File: src/design/cdir_pkg.sv
package cdir_pkg;

  // Defaults for the top-level parameters
  localparam int CDIR_CACHE_COUNT = 8;
  localparam int CDIR_LINE_COUNT  = 1024;

  // Fixed field widths
  localparam int ADDR_W   = 32;
  localparam int ID_W     = 3;
  localparam int LSTATE_W = 2;

  typedef enum logic [1:0] {
    OP_READ    = 2'd0,
    OP_WRITE   = 2'd1,
    OP_INV_ACK = 2'd2
  } op_t;

  typedef enum logic [1:0] {
    MT_READ_ACK   = 2'd0,
    MT_INVALIDATE = 2'd1,
    MT_WRITE_ACK  = 2'd2
  } msg_type_t;

  typedef enum logic [1:0] {
    SK_MEMORY    = 2'd0,
    SK_DIRECTORY = 2'd1,
    SK_CACHE     = 2'd2
  } sender_kind_t;

  typedef enum logic [1:0] {
    LS_UNCACHED  = 2'd0,
    LS_SHARED    = 2'd1,
    LS_EXCLUSIVE = 2'd2
  } line_state_t;

  typedef enum logic [2:0] {
    ST_CLEAR,
    ST_IDLE,
    ST_INDEX,
    ST_EVAL,
    ST_SEND
  } ctrl_state_t;

  // Controller to datapath
  typedef struct packed {
    logic clear;
    logic accept;
    logic mem_read;
    logic eval;
    logic send;
  } cdir_cmd_t;

  // Datapath to controller
  typedef struct packed {
    logic clear_last;
    logic idx_done;
    logic has_final;
    logic out_free;
    logic mask_empty;
  } cdir_status_t;

endpackage

File: src/design/cdir_ctrl.sv
module cdir_ctrl import cdir_pkg::*; (
  input  logic         clk,
  input  logic         rst_n,
  input  logic         in_valid,
  output logic         in_ready,
  input  cdir_status_t status,
  output cdir_cmd_t    cmd
);

  ctrl_state_t state_r;
  ctrl_state_t state_nxt;

  // Next state
  always_comb begin
    state_nxt = state_r;
    case (state_r)
      ST_CLEAR: begin
        if (status.clear_last) begin
          state_nxt = ST_IDLE;
        end
      end
      ST_IDLE: begin
        if (in_valid) begin
          state_nxt = ST_INDEX;
        end
      end
      ST_INDEX: begin
        if (status.idx_done) begin
          state_nxt = ST_EVAL;
        end
      end
      ST_EVAL: begin
        state_nxt = status.has_final ? ST_SEND : ST_IDLE;
      end
      ST_SEND: begin
        if (status.out_free && status.mask_empty) begin
          state_nxt = ST_IDLE;
        end
      end
      default: begin
        state_nxt = ST_CLEAR;
      end
    endcase
  end

  // Commands
  always_comb begin
    cmd      = '0;
    in_ready = 1'b0;
    case (state_r)
      ST_CLEAR: begin
        cmd.clear = 1'b1;
      end
      ST_IDLE: begin
        in_ready   = 1'b1;
        cmd.accept = in_valid;
      end
      ST_INDEX: begin
        cmd.mem_read = status.idx_done;
      end
      ST_EVAL: begin
        cmd.eval = 1'b1;
      end
      ST_SEND: begin
        cmd.send = status.out_free;
      end
      default: begin
      end
    endcase
  end

  always_ff @(posedge clk) begin
    if (!rst_n) begin
      state_r <= ST_CLEAR;
    end else begin
      state_r <= state_nxt;
    end
  end

endmodule

File: config.mk
export PLATFORM = sky130hd
export DESIGN_NAME = cdir_ctrl
export DESIGN_NICKNAME = d
export VERILOG_FILES = /design/src/design/cdir_pkg.sv /design/src/design/cdir_ctrl.sv
export SDC_FILE = /design/constraint.sdc
export NUM_CORES = 1
export LEC_CHECK = 0
export BUFFER_PORTS_ARGS = -buffer_cell sky130_fd_sc_hd__buf_4
export CORE_AREA = 2 2 39 41
export CTS_CLUSTER_SIZE = 24
export DETAILED_ROUTE_END_ITERATION = 12
export DIE_AREA = 0 0 41 43
export GPL_ROUTABILITY_DRIVEN = 0
export GPL_TIMING_DRIVEN = 0
export HOLD_SLACK_MARGIN = 0.08
export SETUP_SLACK_MARGIN = 0.1
export SLEW_MARGIN = 20
export SYNTH_ARGS = -nofsm -noshare
export SYNTH_HDL_FRONTEND = slang
export SYNTH_SLANG_ARGS = --single-unit
File: constraint.sdc
create_clock -name clk -period 0.9 [get_ports clk]
set_input_delay 0 -clock clk [delete_from_list [all_inputs] [get_ports clk]]
set_output_delay 0 -clock clk [all_outputs]
set_load 0.05 [all_outputs]
==> metrics.md, run 1 <==
| Metric | Value |
|---|---|
| Outcome | finished, violations left |
| Failing checks | setup timing |
| Setup TNS | -1.535 ns |
| RSZ-0062 raised after global routing | true |
| Clock buffer depth | 2 |
| Synth warn | 0 |
| CP bufs+invs | 2 |
| Synthesized instance count | 32 |
| Post-layout min period | 1.138 ns |
| Vias per cell | 4.371 |
| Die area | 1763 sq um |
| Worst-path fanout max | 5 |
| Slowest stage cell, crit path | dfxtp_4 |
| Layout Nets | 63 |
| Fin util | 0.4096 |
| CP dominant cell by count | buf_8 |
| Share of layout cells above drive strength 1 | 0.6667 |
| Port bufs | 13 |
| Largest register FFs | 3 |
| Endpoints failing hold | 0 |
| Largest net degree at the start of global routing | 10 |
| TritonCTS clock tree | done |
| Crit Path Class | reg2out |
| Data required time at the worst endpoint | 0.90 ns |
| DR WL/cell | 11.33 um |
| Max-slew violation total from the final report | 0 |
| H-tree levels | 1 |
| Total grt overflow | 0 |
| Worst Slack Setup Final | -0.2379 ns |
| Clock Skew | 0.005640 ns |
| Worst Hold Depth | 4 |
| Initial core utilization | 0.1854 |
| Distinct cells, synth | 19 |
| Antenna-violating nets left | 0 |
| Post-Syn Nets | 40 |
| Total track usage | 0.1244 |
| RR Endpoint | state_r[0] |
| Final worst-path cycle share | 1.264 |
| Routed Wire Length | 793 um |
| Final Non-Filler Cells | 70 |
| CP startpoint kind | flip-flop |
| Slew HR | 0.8687 |
| Placed Cells | 61 |
| R2r setup slk | -0.18 ns |
| RR Startpoint | state_r[1] |
| Biggest regs | state_r: 3 flops |
| Slew @ Worst Pin | 0.1949 ns |
| Max rail drop VDD | 539.7 uV |
| Yosys reg bits | 3 |
| Via count | 306 |
| Largest register by flop count | state_r |
| First drt pass iteration count | 3 |
| Max Cap Viol | 0 |
| CP Data Arrival Time | 1.14 ns |
| I/O Pins | 14 |
| Root buffer cell | clkbuf_4 |
| Die height | 43 um |
| Die width | 41 um |
| CTS clk-pin slew, worst paths | 0.03 ns |
| Core area | 1384 sq um |
| Largest delay share family, worst path | flip-flops |
| Min-Delay Path Class | in2reg |
| Fmax | 878.8 MHz |
| CP peak stage delay | 0.35 ns |
| Mean Syn Cell Area | 8.016 sq um |
| Rows | 14 |
| Clock sink total | 3 |
| Num CTS Buffers | 3 |
| Initial antenna violation count | 0 |
| Mapped cell area | 256.5 sq um |
| Worst-path cell chain | buf_8 > nor2_4 > and3_4 > buf_8 |
| CP Capture Type | output pin |
| Min-delay src | status[0] |
| Vias in the first global route | 303 |
| Fillers | 153 |
| Final setup fails | 9 |
| Leak Pwr | 0.0002479 uW |
| Area Growth Syn to Fin | 121.0% |
| Drt drc | 0 |
| Antenna Cells | 0 |
| R2R depth | 4 |
| Pwr/cell area | 1583 nW/um^2 |
| First DRT Iteration DRCs | 2 |
| Sequential area share after synthesis | 0.2341 |
| First-pass GRT wire length | 1352 um |
| Skew-Pair Late Insertion Delay | 0.24 ns |
| Final HPWL DP | 462.9 um |
| Hold endpoint | state_r[2] |
[cells in the final DEF (no fill, tap or decap), types with 2 or more instances in the layout]
master and n:
nor3_4 2, buf_8 5, and3_4 2, clkbuf_4 3, o21ai_1 2, buf_6 4
nand3_1 3, dlygate4sd3_1 2, inv_2 2, nor3b_2 2, buf_4 9
[where the power goes]
group	leakage [uW]	switching, uW	internal, uW
combinational	0.000207	224	258
sequential	0.0000256	15.5	152
clock	0.0000150	80.7	167
[per-stage QoR]
step / hold slack, ns / worst slack, ns / power [uW] / cell area [sq um]
after floorplan: 0.1435 / -0.1693 / 420.7 / 297.8
after global placement: 0.2771 / -0.1332 / 508.6 / 415.4
after detailed placement: 0.2767 / -0.1392 / 509.6 / 415.4
after CTS: 0.1142 / -0.2371 / 900.1 / 553.0
after global routing: 0.1474 / -0.2791 / 950.0 / 566.8
final: 0.1199 / -0.2379 / 897.2 / 566.8
[logic make-up (layout without fill, tap and decap cells)]
group / after synthesis / in the layout / share of synthesized area
compound gates: 6 / 6 / 0.1561
buf+inv: 5 / 27 / 0.1317
flops: 3 / 3 / 0.2342
simple gates: 18 / 18 / 0.4781
[final cells by class]
type,count,area (sq um),area share
Clock buffer,4,26.28,0.04636
Sequential cell,3,65.06,0.1148
Buffer,3,37.54,0.06623
Multi-Input combinational cell,24,207.7,0.3664
Timing Repair Buffer,18,202.7,0.3576
Tap cell,16,20.02,0.03532
Inverter,2,7.507,0.01325
[per-layer routing]
metal	vias up	GRT usage	routed length (um)
met5	-	0	0
met4	0	0.1200	17
met3	2	0.04712	35
met2	9	0.1625	406
met1	131	0.1442	334
li1	164	-	-
[worst max-delay path by stage]
stage          cells past startpoint          to  startpoint
2_1_floorplan                      4  state_r[2]  state_r[2]
6_report                           4      cmd[0]  state_r[0]
4_1_cts                            4      cmd[2]  state_r[1]
5_1_grt                            4      cmd[0]  state_r[1]
3_5_place_dp                       4  state_r[0]  state_r[1]
3_3_place_gp                       4  state_r[0]  state_r[1]
[synthesized netlist by cell type]
master | n | area [sq um]
o21ai_0 | 2 | 10.01
a41o_1 | 1 | 10.01
and3_1 | 3 | 18.77
buf_4 | 2 | 15.01
buf_6 | 1 | 11.26
a21boi_0 | 1 | 7.510
and4_1 | 2 | 17.52
o21ai_1 | 1 | 5.000
nand3b_1 | 1 | 7.510
nor2_1 | 1 | 3.750
nor3b_2 | 2 | 25.02
nand2_1 | 2 | 7.510
dfxtp_1 | 3 | 60.06
a21boi_1 | 1 | 7.510
or2b_1 | 1 | 7.510
nor3_1 | 2 | 10.01
nand3_1 | 3 | 15.01
and3b_2 | 1 | 10.01
inv_1 | 2 | 7.510
[worst register-to-register path, stage by stage, from the launching register on]
cell	delay, ns
dfxtp_2	0.32
buf_4	0.15
nor3b_2	0.17
o21ai_1	0.09
a41o_1	0.24
[what timing repair did]
action                                  4_1_cts  5_1_grt
pin swaps                                     2        2
hold buffers                                  2        0
hold endpoints to repair                      2        0
endpoints found under the setup margin        9        9
gates resized for setup                      17        2
buffers inserted                              0        1
cloned                                        2        0
No activity file was read; power rests on OpenSTA's default activity.
==> run 2, diff against run 1 <==
Settings changed: CTS_BUF_LIST from default to sky130_fd_sc_hd__clkbuf_8.
==> metrics.md, run 2 (synthesized netlist as in run 1, its figures left out) <==
| Metric | Value |
|---|---|
| Layout Nets | 61 (was 63) |
| Routed Wire Length | 715 um (was 793 um) |
| R2R depth | 4 (unchanged) |
| Worst-path cell chain | buf_8 > nor2_4 > and3_4 > buf_8 (unchanged) |
| CP dominant cell by count | buf_8 (unchanged) |
| Initial antenna violation count | 0 (unchanged) |
| Worst Hold Depth | 4 (unchanged) |
| Fillers | 157 (was 153) |
| Final Non-Filler Cells | 68 (was 70) |
| Fin util | 0.3897 (was 0.4096) |
| Die height | 43 um (unchanged) |
| Num CTS Buffers | 3 (unchanged) |
| Die area | 1763 sq um (unchanged) |
| Largest register FFs | 3 (unchanged) |
| Share of layout cells above drive strength 1 | 0.6538 (was 0.6667) |
| Setup TNS | -1.254 ns (was -1.535 ns) |
| Total grt overflow | 0 (unchanged) |
| Worst Slack Setup Final | -0.2095 ns (was -0.2379 ns) |
| RR Endpoint | state_r[0] (unchanged) |
| Max rail drop VDD | 667.3 uV (was 539.7 uV) |
| Final HPWL DP | 462.9 um (unchanged) |
| Antenna-violating nets left | 0 (unchanged) |
| RR Startpoint | state_r[1] (unchanged) |
| Biggest regs | state_r: 3 flops (unchanged) |
| Area Growth Syn to Fin | 110.2% (was 121.0%) |
| Vias in the first global route | 292 (was 303) |
| Final setup fails | 8 (was 9) |
| Slew HR | 0.8957 (was 0.8687) |
| Via count | 290 (was 306) |
| First drt pass iteration count | 3 (unchanged) |
| Largest register by flop count | state_r (unchanged) |
| H-tree levels | 1 (unchanged) |
| Most frequent cells in the layout | buf_4, buf_6, buf_8 (was buf_4, buf_8, buf_6) |
| Skew-Pair Late Insertion Delay | 0.22 ns (was 0.24 ns) |
| CP startpoint kind | flip-flop (unchanged) |
| Clock buffer depth | 2 (unchanged) |
| Fmax | 901.3 MHz (was 878.8 MHz) |
| Hold endpoint | state_r[2] (unchanged) |
| I/O Pins | 14 (unchanged) |
| Antenna Cells | 0 (unchanged) |
| Slowest stage cell, crit path | dfxtp_2 (was dfxtp_4) |
| Clock Skew | 0.002450 ns (was 0.005640 ns) |
| Total track usage | 0.1055 (was 0.1244) |
| CP peak stage delay | 0.32 ns (was 0.35 ns) |
| Port bufs | 13 (unchanged) |
| Root buffer cell | clkbuf_8 (was clkbuf_4) |
| Min-Delay Path Class | in2reg (unchanged) |
| Clock sink total | 3 (unchanged) |
| Max-slew violation total from the final report | 0 (unchanged) |
| Pwr/cell area | 1789 nW/um^2 (was 1583 nW/um^2) |
| TritonCTS clock tree | done (unchanged) |
| Multi-input gate area | 207.7 sq um (unchanged) |
| R2r setup slk | -0.17 ns (was -0.18 ns) |
| First DRT Iteration DRCs | 3 (was 2) |
| Min-delay src | status[0] (unchanged) |
| Seq. cell area | 62.56 sq um (was 65.06 sq um) |
| Crit Path Class | reg2out (unchanged) |
| CTS clk-pin slew, worst paths | 0.03 ns (about the same) |
| Final worst-path cycle share | 1.233 (was 1.264) |
| First-pass GRT wire length | 1173 um (was 1352 um) |
| DR WL/cell | 10.51 um (was 11.33 um) |
| Leak Pwr | 0.0002360 uW (was 0.0002479 uW) |
| Commonest non-fill, non-tap cell in the layout | buf_4 (unchanged) |
| Largest net degree at the start of global routing | 11 (was 10) |
| Largest delay share family, worst path | flip-flops (unchanged) |
| CP Capture Type | output pin (unchanged) |
| Initial core utilization | 0.1854 (unchanged) |
| Vias per cell | 4.265 (was 4.371) |
| Rows | 14 (unchanged) |
| WHS | 0.1529 ns (was 0.1199 ns) |
| Worst-path fanout max | 10 (was 5) |
| Max Cap Viol | 0 (unchanged) |
| Post-layout min period | 1.110 ns (was 1.138 ns) |
| CP bufs+invs | 2 (unchanged) |
| Failing checks | setup timing (unchanged) |
| Slew @ Worst Pin | 0.1558 ns (was 0.1949 ns) |
| Placed Cells | 61 (unchanged) |
| Data required time at the worst endpoint | 0.90 ns (about the same) |
| Core area | 1384 sq um (unchanged) |
| CP Data Arrival Time | 1.11 ns (was 1.14 ns) |
| Drt drc | 0 (unchanged) |
| Outcome | finished, violations left (unchanged) |
| Total power | 964.9 uW (was 897.2 uW) |
| RSZ-0062 raised after global routing | true (unchanged) |
| Endpoints failing hold | 0 (unchanged) |
| Die width | 41 um (unchanged) |
[run 2: worst register-to-register path, stage by stage (launching register included)]
cell	delay [ns]
dfxtp_2	0.31
buf_4	0.15
nor3b_2	0.18
o21ai_1	0.09
a41o_1	0.23
[run 2: power by group]
group | switching (uW) | internal [uW] | leakage [uW] | total, uW
clock network | 89.8 | 290 | 0.0000269 | 380
logic | 221 | 200 | 0.000184 | 421
registers | 12.7 | 151 | 0.0000253 | 164
[run 2: worst max path at each step]
stage	startpoint	end	depth (start not counted)
global placement	state_r[1]	state_r[0]	4
finish	state_r[0]	cmd[0]	4
CTS	state_r[0]	cmd[0]	4
detailed placement	state_r[1]	state_r[0]	4
floorplan	state_r[2]	state_r[2]	4
global route	state_r[1]	cmd[0]	4
[run 2: repair_timing]
action,CTS,global route
setup buffers,0,0
resized for setup,17,0
endpoints found under the hold margin,2,0
gates cloned,1,0
endpoints found under the setup margin,9,9
hold buffers,2,0
pin swaps,3,2
[run 2: stage by stage]
step / setup WS [ns] / area [sq um]
final: -0.2095 / 539.3
after global routing: -0.2437 / 539.3
after floorplan: -0.1693 / 297.8
after detailed placement: -0.1392 / 415.4
after CTS: -0.2134 / 539.3
after global placement: -0.1332 / 415.4
[run 2: metal layers]
| metal | track usage | share of wire | up-vias |
|---|---|---|---|
| li1 | - | - | 156 |
| met2 | 0.1531 | 0.52 | 7 |
| met1 | 0.1226 | 0.43 | 127 |
| met4 | 0.1000 | 0 | 0 |
| met5 | 0 | 0 | - |
| met3 | 0.01571 | 0.042 | 0 |
[run 2: cell type report]
type                            instances  share of cell area
Clock inverter                          1            0.006961
Multi-Input combinational cell         24              0.3852
Buffer                                  3             0.06961
Tap cell                               16             0.03712
Timing Repair Buffer                   16              0.2947
Sequential cell                         3              0.1160
Clock buffer                            3             0.07657
Inverter                                2             0.01392
==> run 3, diff against run 2 <==
Settings changed: GPL_TIMING_DRIVEN 0 to default.
==> metrics.md, run 3 (synthesized netlist as in run 1, its figures left out) <==
| Metric | Value |
|---|---|
| Largest delay share family, worst path | flip-flops (unchanged) |
| Final worst-path cycle share | 1.208 (was 1.233) |
| RSZ-0062 raised after global routing | true (unchanged) |
| First drt pass iteration count | 2 (was 3) |
| Total power | 1006 uW (was 964.9 uW) |
| Initial antenna violation count | 0 (unchanged) |
| Biggest regs | state_r: 3 flops (unchanged) |
| Register share of total power | 0.180 (was 0.170) |
| Antenna-violating nets left | 0 (unchanged) |
| Min-Delay Path Class | in2reg (unchanged) |
| Clock Skew | 0.005177 ns (was 0.002450 ns) |
| H-tree levels | 1 (unchanged) |
| Met2 Wirelength | 382 um (was 373 um) |
| Total grt overflow | 0 (unchanged) |
| Die height | 43 um (unchanged) |
| First-pass GRT wire length | 1297 um (was 1173 um) |
| Largest net degree at the start of global routing | 9 (was 11) |
| Commonest non-fill, non-tap cell in the layout | buf_4 (unchanged) |
| Layout Nets | 69 (was 61) |
| Cell internal pwr | 663.0 uW (was 641.6 uW) |
| Initial core utilization | 0.1854 (unchanged) |
| Max-slew violation total from the final report | 0 (unchanged) |
| CP Data Arrival Time | 1.09 ns (was 1.11 ns) |
| R2r setup slk | -0.16 ns (was -0.17 ns) |
| Clock sink total | 3 (unchanged) |
| Die width | 41 um (unchanged) |
| Max Cap Viol | 0 (unchanged) |
| CP peak stage delay | 0.36 ns (was 0.32 ns) |
| Crit Path Class | reg2out (unchanged) |
| First DRT Iteration DRCs | 2 (was 3) |
| Die area | 1763 sq um (unchanged) |
| Root buffer cell | clkbuf_8 (unchanged) |
| Via count | 333 (was 290) |
| Core area | 1384 sq um (unchanged) |
| Max layer used | met4 (was met3) |
| Vias per cell | 4.382 (was 4.265) |
| Drt drc | 0 (unchanged) |
| CP startpoint kind | flip-flop (unchanged) |
| CP Capture Type | output pin (unchanged) |
| Data required time at the worst endpoint | 0.90 ns (about the same) |
| Slowest stage cell, crit path | dfxtp_4 (was dfxtp_2) |
| Pwr/cell area | 1625 nW/um^2 (was 1789 nW/um^2) |
| Most frequent cells in the layout | buf_4, buf_6 (was buf_4, buf_6, buf_8) |
| Clk pwr share | 0.391 (was 0.394) |
| Area Growth Syn to Fin | 141.5% (was 110.2%) |
| I/O Pins | 14 (unchanged) |
| Worst-path fanout max | 6 (was 10) |
| Total track usage | 0.1104 (was 0.1055) |
| CP bufs+invs | 2 (unchanged) |
| Final Non-Filler Cells | 76 (was 68) |
| CTS clk-pin slew, worst paths | 0.03 ns (about the same) |
| Net Sw Frac | 0.3411 (was 0.3350) |
| Skew-Pair Late Insertion Delay | 0.22 ns (about the same) |
| Largest register FFs | 3 (unchanged) |
| Final setup fails | 9 (was 8) |
| Num CTS Buffers | 3 (unchanged) |
| Share of layout cells above drive strength 1 | 0.7167 (was 0.6538) |
| Endpoints failing hold | 0 (unchanged) |
| TritonCTS clock tree | done (unchanged) |
| Setup TNS | -1.237 ns (was -1.254 ns) |
| Worst-path cell chain | buf_6 > and3b_2 > buf_8 (was buf_8 > nor2_4 > and3_4 > buf_8) |
| Fmax | 919.6 MHz (was 901.3 MHz) |
| Max rail drop VDD | 1024 uV (was 667.3 uV) |
| Clock buffer depth | 2 (unchanged) |
| DRT met1 WL | 316 um (was 310 um) |
| Share of power burned in combinational logic | 0.429 (was 0.436) |
| Post-layout min period | 1.087 ns (was 1.110 ns) |
| Antenna Cells | 0 (unchanged) |
| Worst Slack Setup Final | -0.1874 ns (was -0.2095 ns) |
| DR WL met3 | 42 um (was 30 um) |
| Slew @ Worst Pin | 0.1736 ns (was 0.1558 ns) |
| Fin util | 0.4476 (was 0.3897) |
| Routed Wire Length | 775 um (was 715 um) |
| Switching power | 343.3 uW (was 323.3 uW) |
| Slew HR | 0.8838 (was 0.8957) |
| Port bufs | 13 (unchanged) |
| DR WL/cell | 10.20 um (was 10.51 um) |
| WHS | 0.1416 ns (was 0.1529 ns) |
| Largest register by flop count | state_r (unchanged) |
| Leak Pwr | 0.0002837 uW (was 0.0002360 uW) |
| Failing checks | setup timing (unchanged) |
| Outcome | finished, violations left (unchanged) |
| Vias in the first global route | 342 (was 292) |
| Final HPWL DP | 551.6 um (was 462.9 um) |
| Rows | 14 (unchanged) |
| Placed Cells | 67 (was 61) |
run 3: worst min-delay path: stages:
cell	delay (ns)
buf_4	0.08
nand3_1	0.09
nand3_1	0.10
a21boi_1	0.06
run 3: what timing repair did:
item                                    4_1_cts  5_1_grt
endpoints found under the setup margin        9        9
endpoints found under the hold margin         2        0
hold buffers                                  2        0
pin swaps                                     8        2
resized for setup                            21        5
gates cloned                                  0        0
buffers inserted                              3        0
run 3: final timing paths:
check | start | endpoint | cells after the start
hold reg to reg | state_r[0] | state_r[2] | 3
setup reg to reg | state_r[0] | state_r[0] | 4
hold / removal | status[0] | state_r[2] | 4
setup / recovery | state_r[0] | cmd[1] | 3
run 3: power by group through the flow:
stage,Combinational (uW),Clock (uW),Sequential (uW)
global placement,347,0,174
floorplan,260,0,161
global route,458,408,186
finish,431,393,182
CTS,421,397,176
detailed placement,348,0,174
run 3: cell type report:
type | instances | area, sq um
Inverter | 2 | 10.01
Multi-Input combinational cell | 24 | 205.2
Timing Repair Buffer | 27 | 267.8
Clock inverter | 1 | 3.754
Tap cell | 16 | 20.02
Sequential cell | 3 | 71.32
Fill cell | 139 | 764.5
Clock buffer | 3 | 41.29
run 3: layer usage:
metal	vias to the layer above	global-route usage
met4	0	0.1133
li1	171	-
met2	12	0.1406
met1	146	0.1350
met5	-	0
met3	4	0.03141
run 3: metrics by stage:
step / area (sq um) / worst slack, ns
detailed placement: 449.2 / -0.1242
CTS: 604.3 / -0.1864
global placement: 449.2 / -0.09071
global route: 619.3 / -0.2115
floorplan: 297.8 / -0.1693
finish: 619.3 / -0.1874
